## src/hdl/lkvc_pkg.sv

```systemverilog
`default_nettype none

package lkvc_pkg;

    localparam int DATA_W  = 32;
    localparam int LIMIT_W = 4;

    localparam logic [LIMIT_W-1:0] LIMIT_RESET = 4'd8;
    localparam logic [DATA_W-1:0]  MISS_DATA   = 32'hFFFF_FFFF;

    localparam logic OP_GET = 1'b0;
    localparam logic OP_PUT = 1'b1;

    // controller -> datapath
    typedef struct packed {
        logic load;    // latch the input transfer
        logic match;   // compare key against all entries, register the decision
        logic commit;  // apply the update and load the result register
    } lkvc_cmd_t;

endpackage

`default_nettype wire

```

## src/hdl/lru_key_value_cache.sv

```systemverilog
// From the input transfer to m_valid the controller steps through match, then commit.
// Operations are taken one at a time, only in idle; the key compare and the age/slot
//   update are separate register stages run by the controller.
// A finished result waits in the output register while the next item is taken;
//   commit stalls while that register still holds an unaccepted result.
// Reset (aresetn low, synchronous): cache empty, all ages zero, limit 8, no result.
`default_nettype none

module lru_key_value_cache
    import lkvc_pkg::*;
#(
    parameter int MAX_ENTRIES = 8
) (
    input  wire logic                      aclk,
    input  wire logic                      aresetn,
    // configuration: capacity limit
    input  wire logic                      cfg_wr_en,
    input  wire logic        [LIMIT_W-1:0] cfg_wr_data,
    // request channel
    input  wire logic                      s_valid,
    output logic                           s_ready,
    input  wire logic                      s_cmd,
    input  wire logic signed [DATA_W-1:0]  s_lookup_key,
    input  wire logic signed [DATA_W-1:0]  s_write_data,
    // result channel
    output logic                           m_valid,
    input  wire logic                      m_ready,
    output logic                           m_found,
    output logic signed      [DATA_W-1:0]  m_read_data,
    output logic                           m_evicted,
    output logic signed      [DATA_W-1:0]  m_evicted_key
);

    lkvc_cmd_t cmd;

    // Sequencer: idle -> match -> commit. Commit holds until the output
    // register is free or being drained by the current transfer.
    lkvc_ctrl u_ctrl (
        .aclk    (aclk),
        .aresetn (aresetn),
        .s_valid (s_valid),
        .s_ready (s_ready),
        .m_valid (m_valid),
        .m_ready (m_ready),
        .cmd     (cmd)
    );

    // Entry store with parallel key compare, LRU ages and result register.
    // Ages are distinct among valid entries, 0 = most recent; the entry whose
    // age equals count-1 is the eviction victim.
    lkvc_datapath #(
        .MAX_ENTRIES (MAX_ENTRIES)
    ) u_datapath (
        .aclk            (aclk),
        .aresetn         (aresetn),
        .cmd             (cmd),
        .cfg_wr_en       (cfg_wr_en),
        .cfg_wr_data     (cfg_wr_data),
        .in_cmd          (s_cmd),
        .in_key          (s_lookup_key),
        .in_data         (s_write_data),
        .out_found       (m_found),
        .out_read_data   (m_read_data),
        .out_evicted     (m_evicted),
        .out_evicted_key (m_evicted_key)
    );

endmodule

`default_nettype wire

```

## src/hdl/lkvc_ctrl.sv

```systemverilog
`default_nettype none

module lkvc_ctrl
    import lkvc_pkg::*;
(
    input  wire logic aclk,
    input  wire logic aresetn,
    input  wire logic s_valid,
    output logic      s_ready,
    output logic      m_valid,
    input  wire logic m_ready,
    output lkvc_cmd_t cmd
);

    typedef enum logic [1:0] {
        ST_IDLE,
        ST_MATCH,
        ST_COMMIT
    } state_t;

    state_t state_reg;
    logic   m_valid_reg;
    logic   out_free;

    assign s_ready  = aresetn && (state_reg == ST_IDLE);
    assign m_valid  = m_valid_reg;
    assign out_free = !m_valid_reg || m_ready;

    assign cmd.load   = s_valid && (state_reg == ST_IDLE);
    assign cmd.match  = (state_reg == ST_MATCH);
    assign cmd.commit = (state_reg == ST_COMMIT) && out_free;

    always_ff @(posedge aclk) begin
        if (!aresetn) begin
            state_reg   <= ST_IDLE;
            m_valid_reg <= 1'b0;
        end else begin
            unique case (state_reg)
                ST_IDLE: begin
                    if (s_valid) begin
                        state_reg <= ST_MATCH;
                    end
                end
                ST_MATCH: begin
                    state_reg <= ST_COMMIT;
                end
                ST_COMMIT: begin
                    if (out_free) begin
                        state_reg <= ST_IDLE;
                    end
                end
                default: begin
                    state_reg <= ST_IDLE;
                end
            endcase

            priority if (cmd.commit) begin
                m_valid_reg <= 1'b1;
            end else if (m_ready) begin
                m_valid_reg <= 1'b0;
            end
        end
    end

endmodule

`default_nettype wire

```

## src/hdl/lkvc_datapath.sv

```systemverilog
`default_nettype none

module lkvc_datapath
    import lkvc_pkg::*;
#(
    parameter int MAX_ENTRIES = 8
) (
    input  wire logic                      aclk,
    input  wire logic                      aresetn,
    input  wire lkvc_cmd_t                 cmd,
    input  wire logic                      cfg_wr_en,
    input  wire logic        [LIMIT_W-1:0] cfg_wr_data,
    input  wire logic                      in_cmd,
    input  wire logic signed [DATA_W-1:0]  in_key,
    input  wire logic signed [DATA_W-1:0]  in_data,
    output logic                           out_found,
    output logic signed      [DATA_W-1:0]  out_read_data,
    output logic                           out_evicted,
    output logic signed      [DATA_W-1:0]  out_evicted_key
);

    localparam int N  = MAX_ENTRIES;
    localparam int IW = (N > 1) ? $clog2(N) : 1;
    localparam int AW = IW;
    localparam int CW = $clog2(N + 1);

    // entry storage
    logic [DATA_W-1:0] key_reg   [N];
    logic [DATA_W-1:0] val_reg   [N];
    logic              valid_reg [N];
    logic [AW-1:0]     age_reg   [N];
    logic [CW-1:0]     count_reg;
    logic [LIMIT_W-1:0] limit_reg;

    // latched operation
    logic              op_reg;
    logic [DATA_W-1:0] op_key_reg;
    logic [DATA_W-1:0] op_data_reg;

    // match-stage decision
    logic          hit_reg;
    logic [IW-1:0] hit_idx_reg;
    logic          evict_reg;
    logic [IW-1:0] lru_idx_reg;
    logic [IW-1:0] free_idx_reg;

    // result register
    logic              found_reg;
    logic [DATA_W-1:0] rdata_reg;
    logic              ev_reg;
    logic [DATA_W-1:0] evk_reg;

    logic          hit_c;
    logic [IW-1:0] hit_idx_c;
    logic [IW-1:0] lru_idx_c;
    logic          evict_c;
    logic [IW-1:0] free_idx_c;
    logic [CW-1:0] lim_eff;
    logic [CW-1:0] count_m1;
    logic          match_v [N];
    logic          lru_v   [N];
    logic          keep_v  [N];
    logic [AW-1:0] hit_age;

    // limit of zero acts as one, above the entry count acts as the entry count
    always_comb begin
        if (limit_reg == '0) begin
            lim_eff = CW'(1);
        end else if (int'(limit_reg) > N) begin
            lim_eff = CW'(N);
        end else begin
            lim_eff = CW'(limit_reg);
        end
    end

    assign count_m1 = count_reg - CW'(1);

    always_comb begin
        hit_c      = 1'b0;
        hit_idx_c  = '0;
        lru_idx_c  = '0;
        free_idx_c = '0;
        for (int i = 0; i < N; i++) begin
            match_v[i] = valid_reg[i] && (key_reg[i] == op_key_reg);
            lru_v[i]   = valid_reg[i] && (CW'(age_reg[i]) == count_m1);
        end
        evict_c = 1'b0;
        for (int i = N - 1; i >= 0; i--) begin
            if (match_v[i]) begin
                hit_c     = 1'b1;
                hit_idx_c = IW'(i);
            end
            if (lru_v[i]) begin
                lru_idx_c = IW'(i);
            end
        end
        evict_c = !hit_c && (op_reg == OP_PUT) && (count_reg >= lim_eff);
        // lowest free slot, counting the slot freed by eviction
        for (int i = N - 1; i >= 0; i--) begin
            if (!(valid_reg[i] && !(evict_c && lru_v[i]))) begin
                free_idx_c = IW'(i);
            end
        end
    end

    always_comb begin
        for (int i = 0; i < N; i++) begin
            keep_v[i] = valid_reg[i] && !(evict_reg && (lru_idx_reg == IW'(i)));
        end
    end

    assign hit_age = age_reg[hit_idx_reg];

    // control state
    always_ff @(posedge aclk) begin
        if (!aresetn) begin
            for (int i = 0; i < N; i++) begin
                valid_reg[i] <= 1'b0;
                age_reg[i]   <= '0;
            end
            count_reg <= '0;
            limit_reg <= LIMIT_RESET;
        end else begin
            if (cfg_wr_en) begin
                limit_reg <= cfg_wr_data;
            end
            if (cmd.commit) begin
                if (hit_reg) begin
                    for (int i = 0; i < N; i++) begin
                        if (hit_idx_reg == IW'(i)) begin
                            age_reg[i] <= '0;
                        end else if (valid_reg[i] && (age_reg[i] < hit_age)) begin
                            age_reg[i] <= age_reg[i] + AW'(1);
                        end
                    end
                end else if (op_reg == OP_PUT) begin
                    for (int i = 0; i < N; i++) begin
                        if (free_idx_reg == IW'(i)) begin
                            valid_reg[i] <= 1'b1;
                            age_reg[i]   <= '0;
                        end else if (keep_v[i]) begin
                            valid_reg[i] <= 1'b1;
                            age_reg[i]   <= age_reg[i] + AW'(1);
                        end else begin
                            valid_reg[i] <= 1'b0;
                            age_reg[i]   <= '0;
                        end
                    end
                    if (!evict_reg) begin
                        count_reg <= count_reg + CW'(1);
                    end
                end
            end
        end
    end

    // payload
    always_ff @(posedge aclk) begin
        if (cmd.load) begin
            op_reg      <= in_cmd;
            op_key_reg  <= in_key;
            op_data_reg <= in_data;
        end
        if (cmd.match) begin
            hit_reg      <= hit_c;
            hit_idx_reg  <= hit_idx_c;
            evict_reg    <= evict_c;
            lru_idx_reg  <= lru_idx_c;
            free_idx_reg <= free_idx_c;
        end
        if (cmd.commit) begin
            found_reg <= hit_reg;
            rdata_reg <= (hit_reg && (op_reg == OP_GET)) ? val_reg[hit_idx_reg] : MISS_DATA;
            ev_reg    <= evict_reg;
            evk_reg   <= evict_reg ? key_reg[lru_idx_reg] : '0;
            if (op_reg == OP_PUT) begin
                if (hit_reg) begin
                    val_reg[hit_idx_reg] <= op_data_reg;
                end else begin
                    key_reg[free_idx_reg] <= op_key_reg;
                    val_reg[free_idx_reg] <= op_data_reg;
                end
            end
        end
    end

    assign out_found       = found_reg;
    assign out_read_data   = rdata_reg;
    assign out_evicted     = ev_reg;
    assign out_evicted_key = evk_reg;

endmodule

`default_nettype wire

```

## config.mk

```make
export PLATFORM = sky130hd
export DESIGN_NAME = lru_key_value_cache
export DESIGN_NICKNAME = d
export VERILOG_FILES = /design/src/hdl/lkvc_pkg.sv /design/src/hdl/lru_key_value_cache.sv /design/src/hdl/lkvc_ctrl.sv /design/src/hdl/lkvc_datapath.sv
export SDC_FILE = /design/constraint.sdc
export NUM_CORES = 1
export LEC_CHECK = 0
export BUFFER_PORTS_ARGS = -buffer_cell sky130_fd_sc_hd__buf_4
export CORE_MARGIN = 5
export CORE_UTILIZATION = 60
export DETAILED_ROUTE_END_ITERATION = 7
export PLACE_DENSITY = 0.78
export SLEW_MARGIN = 20
export SYNTH_ARGS = -nofsm -noshare
export SYNTH_HDL_FRONTEND = slang
export SYNTH_SLANG_ARGS = --single-unit
export TNS_END_PERCENT = 20
```

## constraint.sdc

```tcl
create_clock -name aclk -period 9.2 [get_ports aclk]
set_input_delay 0 -clock aclk [delete_from_list [all_inputs] [get_ports aclk]]
set_output_delay 0 -clock aclk [all_outputs]
set_load 0.05 [all_outputs]
```

Yosys cells after proc, flatten, opt, wreduce, memory -nomap -nowiden
Memory sizes are Yosys's and may differ from the RTL's. A register that Yosys moved wholly into a read port is not among the register bits.
Cells that the tools add are included.
{"block": "classes", "addsub": 10, "magnitude_cmp": 10, "eq_ne": 41, "muxes": 360, "n_bitwise": 67, "n_reduce_logical": 98}
{"op": "$mux W1", "n": 295}
{"op": "$eq A32 B32 Y1", "n": 8}
{"op": "$mux W3", "n": 53}
{"op": "$or A1 B1 Y1", "n": 64}
{"op": "$logic_and A1 B1 Y1", "n": 62}
{"op": "$eq A3 B3 Y1 const B", "n": 12}
{"op": "$eq A3 B4 Y1", "n": 8}
{"op": "$mux W32", "n": 1}
{"op": "$reduce_or A32 Y1", "n": 1}
{"op": "$add A3 B1 Y3 const B", "n": 8}
{"op": "$lt A3 B3 Y1", "n": 8}
{"op": "$logic_not A1 Y1", "n": 20}
{"op": "$eq A3 B2 Y1 const B", "n": 6}
{"op": "$mux W2", "n": 8}
{"op": "$eq A3 B1 Y1 const B", "n": 3}
{"op": "$logic_not A3 Y1", "n": 3}
{"op": "$mux W4", "n": 2}
{"op": "$reduce_and A4 Y1", "n": 2}
{"op": "$reduce_or A4 Y1", "n": 2}
{"op": "$pmux W2 S3", "n": 1}
{"op": "$add A4 B1 Y4 const B", "n": 1}
{"op": "$ge A4 B4 Y1", "n": 1}
{"op": "$gt A4 B4 Y1 const B", "n": 1}
{"op": "$logic_not A4 Y1", "n": 1}
{"op": "11 further kinds", "n": 15}
{"block": "word_totals", "regBits": 89, "ramBits": 544, "inputBits": 74, "out_inout_bits": 68, "wordCells": 610, "memories": 4}
{"memory": "u_datapath.key_reg", "words": 8, "word_bits": 32, "rd": 9, "rd_ports_with_merged_regs": 1, "write_ports": 1, "line_no": "lkvc_datapath.sv:28", "rtl": "logic [DATA_W-1:0] key_reg [N];"}
{"memory": "u_datapath.val_reg", "words": 8, "word_bits": 32, "rd": 1, "rd_ports_with_merged_regs": 1, "write_ports": 1, "line_no": "lkvc_datapath.sv:29", "rtl": "logic [DATA_W-1:0] val_reg [N];"}
{"memory": "u_datapath.age_reg", "words": 8, "word_bits": 3, "rd": 9, "rd_ports_with_merged_regs": 0, "write_ports": 8, "line_no": "lkvc_datapath.sv:31", "rtl": "logic [AW-1:0] age_reg [N];"}
{"memory": "u_datapath.valid_reg", "words": 8, "word_bits": 1, "rd": 8, "rd_ports_with_merged_regs": 0, "write_ports": 8, "line_no": "lkvc_datapath.sv:30", "rtl": "logic valid_reg [N];"}

Logic depth before layout (Yosys ltp)
An unclocked memory read counts as a cell.
{"block": "depth", "ltp_word": 24, "depth_mapped": 12, "mapped_depth_nobuf": 12}

By module
A second synthesis with hierarchy kept.
{"block": "hier_totals", "cells_unflattened": 1770, "area_unflattened_um2": 30648.1}
{"module": "lkvc_datapath", "n_inst": 1, "cells_per_inst": 1757, "area_per_inst_um2": 30505.5, "seq_area_each_um2": 20749.9}
{"module": "lkvc_ctrl", "n_inst": 1, "cells_per_inst": 13, "area_per_inst_um2": 142.6, "seq_area_each_um2": 60.1}

Least setup slack after synthesis
Ideal clock, no wire load.
{"block": "synth_path", "path_kind": "reg2reg", "from": "register u_ctrl.m_valid_reg (netlist: u_ctrl.m_valid)", "to": "memory u_datapath.key_reg[0][0], enable pin", "setup_time_ps": 505, "arrival_ps": 6658, "required_time_ps": 8695, "path_slack_ps": 2037, "stages_incl_launch_ff": 8, "n_path_buf": 2, "synth_period_minus_slack_ps": 7163, "cell_sequence": "dfxtp_1 -> nand2b_1 -> nor2b_1 -> clkbuf_1 -> nand2_1 -> or2_2 -> clkbuf_1 -> nor4_1"}
{"element": "start: declaration", "line_no": "lkvc_ctrl.sv:22", "rtl": "logic m_valid_reg;"}
{"element": "start signal: assignment", "line_no": "lkvc_ctrl.sv:36", "rtl": "m_valid_reg <= 1'b0;"}
{"element": "start signal: assignment", "line_no": "lkvc_ctrl.sv:58", "rtl": "m_valid_reg <= 1'b1;"}
{"element": "start signal: assignment", "line_no": "lkvc_ctrl.sv:60", "rtl": "m_valid_reg <= 1'b0;"}
{"element": "end: declaration", "line_no": "lkvc_datapath.sv:28"}

Worst setup path after layout
{"block": "layout_path", "from": "register u_ctrl.state_reg[1]", "to": "memory u_datapath.val_reg[6][30], enable pin"}
{"block": "layout_via", "elab_chain_len": 6, "elab_cells_between_ends": 9, "classes_between": "1 x eq/ne; 6 x mux; 2 x reduce/logical"}
{"element": "start: declaration", "line_no": "lkvc_ctrl.sv:21", "rtl": "state_t state_reg;"}
{"element": "start signal: assignment", "line_no": "lkvc_ctrl.sv:35", "rtl": "state_reg <= ST_IDLE;"}
{"element": "start signal: assignment", "line_no": "lkvc_ctrl.sv:41", "rtl": "state_reg <= ST_MATCH;"}
{"element": "start signal: assignment", "line_no": "lkvc_ctrl.sv:45", "rtl": "state_reg <= ST_COMMIT;"}
{"element": "$eq A2 B2 Y1 (*)", "line_no": "lkvc_ctrl.sv:31", "rtl": "assign cmd.commit = (state_reg == ST_COMMIT) && out_free;"}
{"element": "$logic_and A1 B1 Y1 (*)", "line_no": "lkvc_ctrl.sv:31"}
{"element": "$mux W1", "line_no": "lkvc_datapath.sv:171", "rtl": "if (cmd.commit) begin"}
{"element": "$mux W1 (not written as such)", "line_no": "lkvc_datapath.sv:181", "rtl": "val_reg[free_idx_reg] <= op_data_reg;"}
{"element": "$reduce_or A32 Y1 (no source line)"}
{"element": "$mux W3 (no source line) / $mux W1 (equally long branches)"}
{"element": "end: declaration", "line_no": "lkvc_datapath.sv:29"}
Mark *: on every way between the ends. The rest lies on a longest branch, timed or not.

==> impl_metrics.toml <==
[sta]
grt_setup_unrepaired = "no"
fin_setup_tns_ns = 0
clock_skew_ns = 0.0198
slew_violations = 0
min_period_ns = 3.94
fmax_ghz = 0.254
tightest_slew_ns = 1.12
period_share_pct = 42.8
slew_headroom_pct = 25.4
final-setup-viol-count = 0
hold_violations = 0

[detailed_routing]
wirelength_mm = 79.2
drc = 0
ant_nets = 0
vias = 17300
route.detailed.wl_per_inst_um = 29.0
drt_first_pass_iters = 5
vias_per_cell = 6.33
drtIter0Drc = 2413

[logic_synthesis]
yosysWarnings = 0
ys.flop_type = "edfxtp_1"
synth-seq-cells = 697
synth_nets = 1884
synth_cell_type_count = 59
avgSynthCellArea_um2 = 17.1
synth-edff-count = 681
ys_seq_area_share_pct = 68.1
async_flop_share_pct = 0
syn_area_um2 = 30500
synthCells = 1780

[run_status]
run_status = "completed"

[floorplan]
die_h_um = 235
die-width_um = 235
core_area_um2 = 50200
start_util_pct = 60.8
rows = 82
dieArea_um2 = 55400
ios = 142

[clock_network]
cts_num_sinks = 697
clk_latency_ns = 0.63
cts_root_buf = "clkbuf_16"
tritoncts = "yes"
clockBufferDepth = 3
cts.clk_slew.worst_paths_ns = 0.06
htree_levels = 3
numCtsBuffers = 72
postCtsHoldBufs = 76
post_cts_resized = 0
cts_setup_buffers = 0

[final_layout]
final_cell_mix = "edfxtp_1 (681), xor2_1 (178), buf_4 (165)"
nNetsFinal = 2105
nFillCells = 2993
multi_input_area_um2 = 9250
diodes = 0
drive_gt1_share_pct = 21.3
seqCellArea_um2 = 20800
layout_commonest_cell = "edfxtp_1"
instances_no_fill = 2731
area_growth_pct = 16.3

[worst_setup_path]
cp.arrival_ns = 4.18
worstPathRequired_ns = 9.43
cp-start-kind = "flip-flop"
worstPathMaxFanout = 47
setup.worst_path.class = "flip-flop to flip-flop"
endpoint_kind = "flip-flop"

[worst_hold_path]
hold_class = "primary input to flip-flop"

[placement]
gp_congestion = 0.941
dp_hpwl_mm = 48.4
portBuffers = 141
place_inst = 2519

[global_route]
grt_pass1_vias = 17400
gr-total-overflow = 0
grt_max_degree = 70
grt_usage_pct = 28.2
grt_pass1_wl_mm = 116
antenna_found_initial = 2

[pwr]
p_per_area_nw_per_um2 = 198
peakVddDrop_uv = 173
leakage_nw = 12.0

[flow_run]
maxCapViolations = 0
[logic make-up after synthesis]
| family | count (synthesis) | synth area share [%] |
|---|---|---|
| xor+xnor | 291 | 8.42 |
| compound gates | 89 | 1.98 |
| flops | 697 | 68.1 |
| simple gates | 350 | 6.05 |
| mux | 206 | 12.3 |
| buf+inv | 117 | 1.92 |
| fa+ha+maj | 30 | 1.23 |
[layout make-up]
cell class	count	area share [%]
Tap cell	672	2.37
Multi-Input combinational cell	966	26.1
Inverter	19	0.201
Clock buffer	82	5.28
Timing Repair Buffer	245	5.93
Sequential cell	697	58.6
Clock inverter	50	1.54
[worst max-delay path: stages, from the launching register on]
cell and delay, ns:
dfxtp_1 0.40, nand2b_1 0.15, nor2b_4 0.70, buf_4 0.74, nand3_1 0.51, nor2_4 0.98
[path summary, 6_finish.rpt]
| check | startpoint | end | slack [ns] | depth (start not counted) |
|---|---|---|---|---|
| worst max-delay path | u_ctrl.state_reg[1]$_SDFFE_PN0P_ | u_datapath.val_reg[6][30]$_DFFE_PP_ | 5.26 | 5 |
| worst min-delay path | s_valid | u_datapath.op_key_reg[21]$_DFFE_PP_ | 0.08 | 3 |
| worst max register to register | u_ctrl.state_reg[1]$_SDFFE_PN0P_ | u_datapath.val_reg[6][30]$_DFFE_PP_ | 5.26 | 5 |
| worst min register to register | u_ctrl.m_valid$_SDFFE_PN0P_ | u_ctrl.m_valid$_SDFFE_PN0P_ | 0.55 | 2 |
[synthesized netlist by cell type (2+ instances only)]
library cell | number | area share (%)
nand3_1 | 22 | 0.36
o31a_1 | 2 | 0.057
o21bai_1 | 2 | 0.049
mux4_2 | 134 | 9.9
o21ai_0 | 19 | 0.31
a31oi_1 | 6 | 0.12
nand4_4 | 2 | 0.14
nand4_1 | 32 | 0.66
a21o_1 | 2 | 0.049
a211o_1 | 2 | 0.057
buf_4 | 6 | 0.15
nand2b_1 | 16 | 0.33
dfxtp_1 | 16 | 1.1
nor4_1 | 44 | 0.90
ha_1 | 30 | 1.2
nor2_1 | 70 | 0.86
mux2i_1 | 72 | 2.4
buf_6 | 13 | 0.48
or4_4 | 2 | 0.074
a311o_1 | 2 | 0.066
buf_2 | 19 | 0.31
nand3b_1 | 2 | 0.049
clkbuf_1 | 42 | 0.52
a211oi_1 | 2 | 0.049
o31ai_1 | 2 | 0.049
or2_2 | 2 | 0.041
or3_1 | 6 | 0.12
nor2b_1 | 47 | 0.96
edfxtp_1 | 681 | 67
a21boi_0 | 3 | 0.074
o21a_1 | 12 | 0.30
inv_1 | 19 | 0.23
nand2_1 | 71 | 0.87
xor2_1 | 178 | 5.1
nor3_1 | 23 | 0.38
a21oi_1 | 18 | 0.30
buf_1 | 17 | 0.21
nor3b_1 | 3 | 0.074
xnor2_1 | 112 | 3.2
o2111ai_1 | 8 | 0.23
[per-stage QoR]
| step | setup slack, ns | utilization [%] | hold slack [ns] | cell area, µm² | power, mW |
|---|---|---|---|---|---|
| after floorplan | 2.04 | - | 0.0989 | 30500 | 3.90 |
| after global placement | 5.29 | 64.1 | 0.178 | 32200 | 4.03 |
| after detailed placement | 5.11 | 64.1 | 0.179 | 32200 | 4.04 |
| after CTS | 5.08 | 70.5 | 0.0646 | 35300 | 7.00 |
| after global routing | 4.98 | 70.7 | 0.0757 | 35400 | 7.21 |
| final | 5.26 | 70.7 | 0.0832 | 35400 | 7.00 |
[where the power goes]
group | switching [mW] | internal [mW]
Combinational | 0.215 | 0.165
Sequential | 0.0940 | 3.54
Clock | 1.28 | 1.71
Total | 1.59 | 5.42
[metal layers]
| layer | vias up | GRT usage, % | share of wire [%] |
|---|---|---|---|
| li1 | 7322 | - | - |
| met1 | 8770 | 39.3 | 38 |
| met2 | 1070 | 44.3 | 48 |
| met3 | 127 | 8.32 | 12 |
| met4 | 4 | 7.81 | 2.6 |
| met5 | - | 0 | 0.027 |
Power figures use the tool's default switching activity.
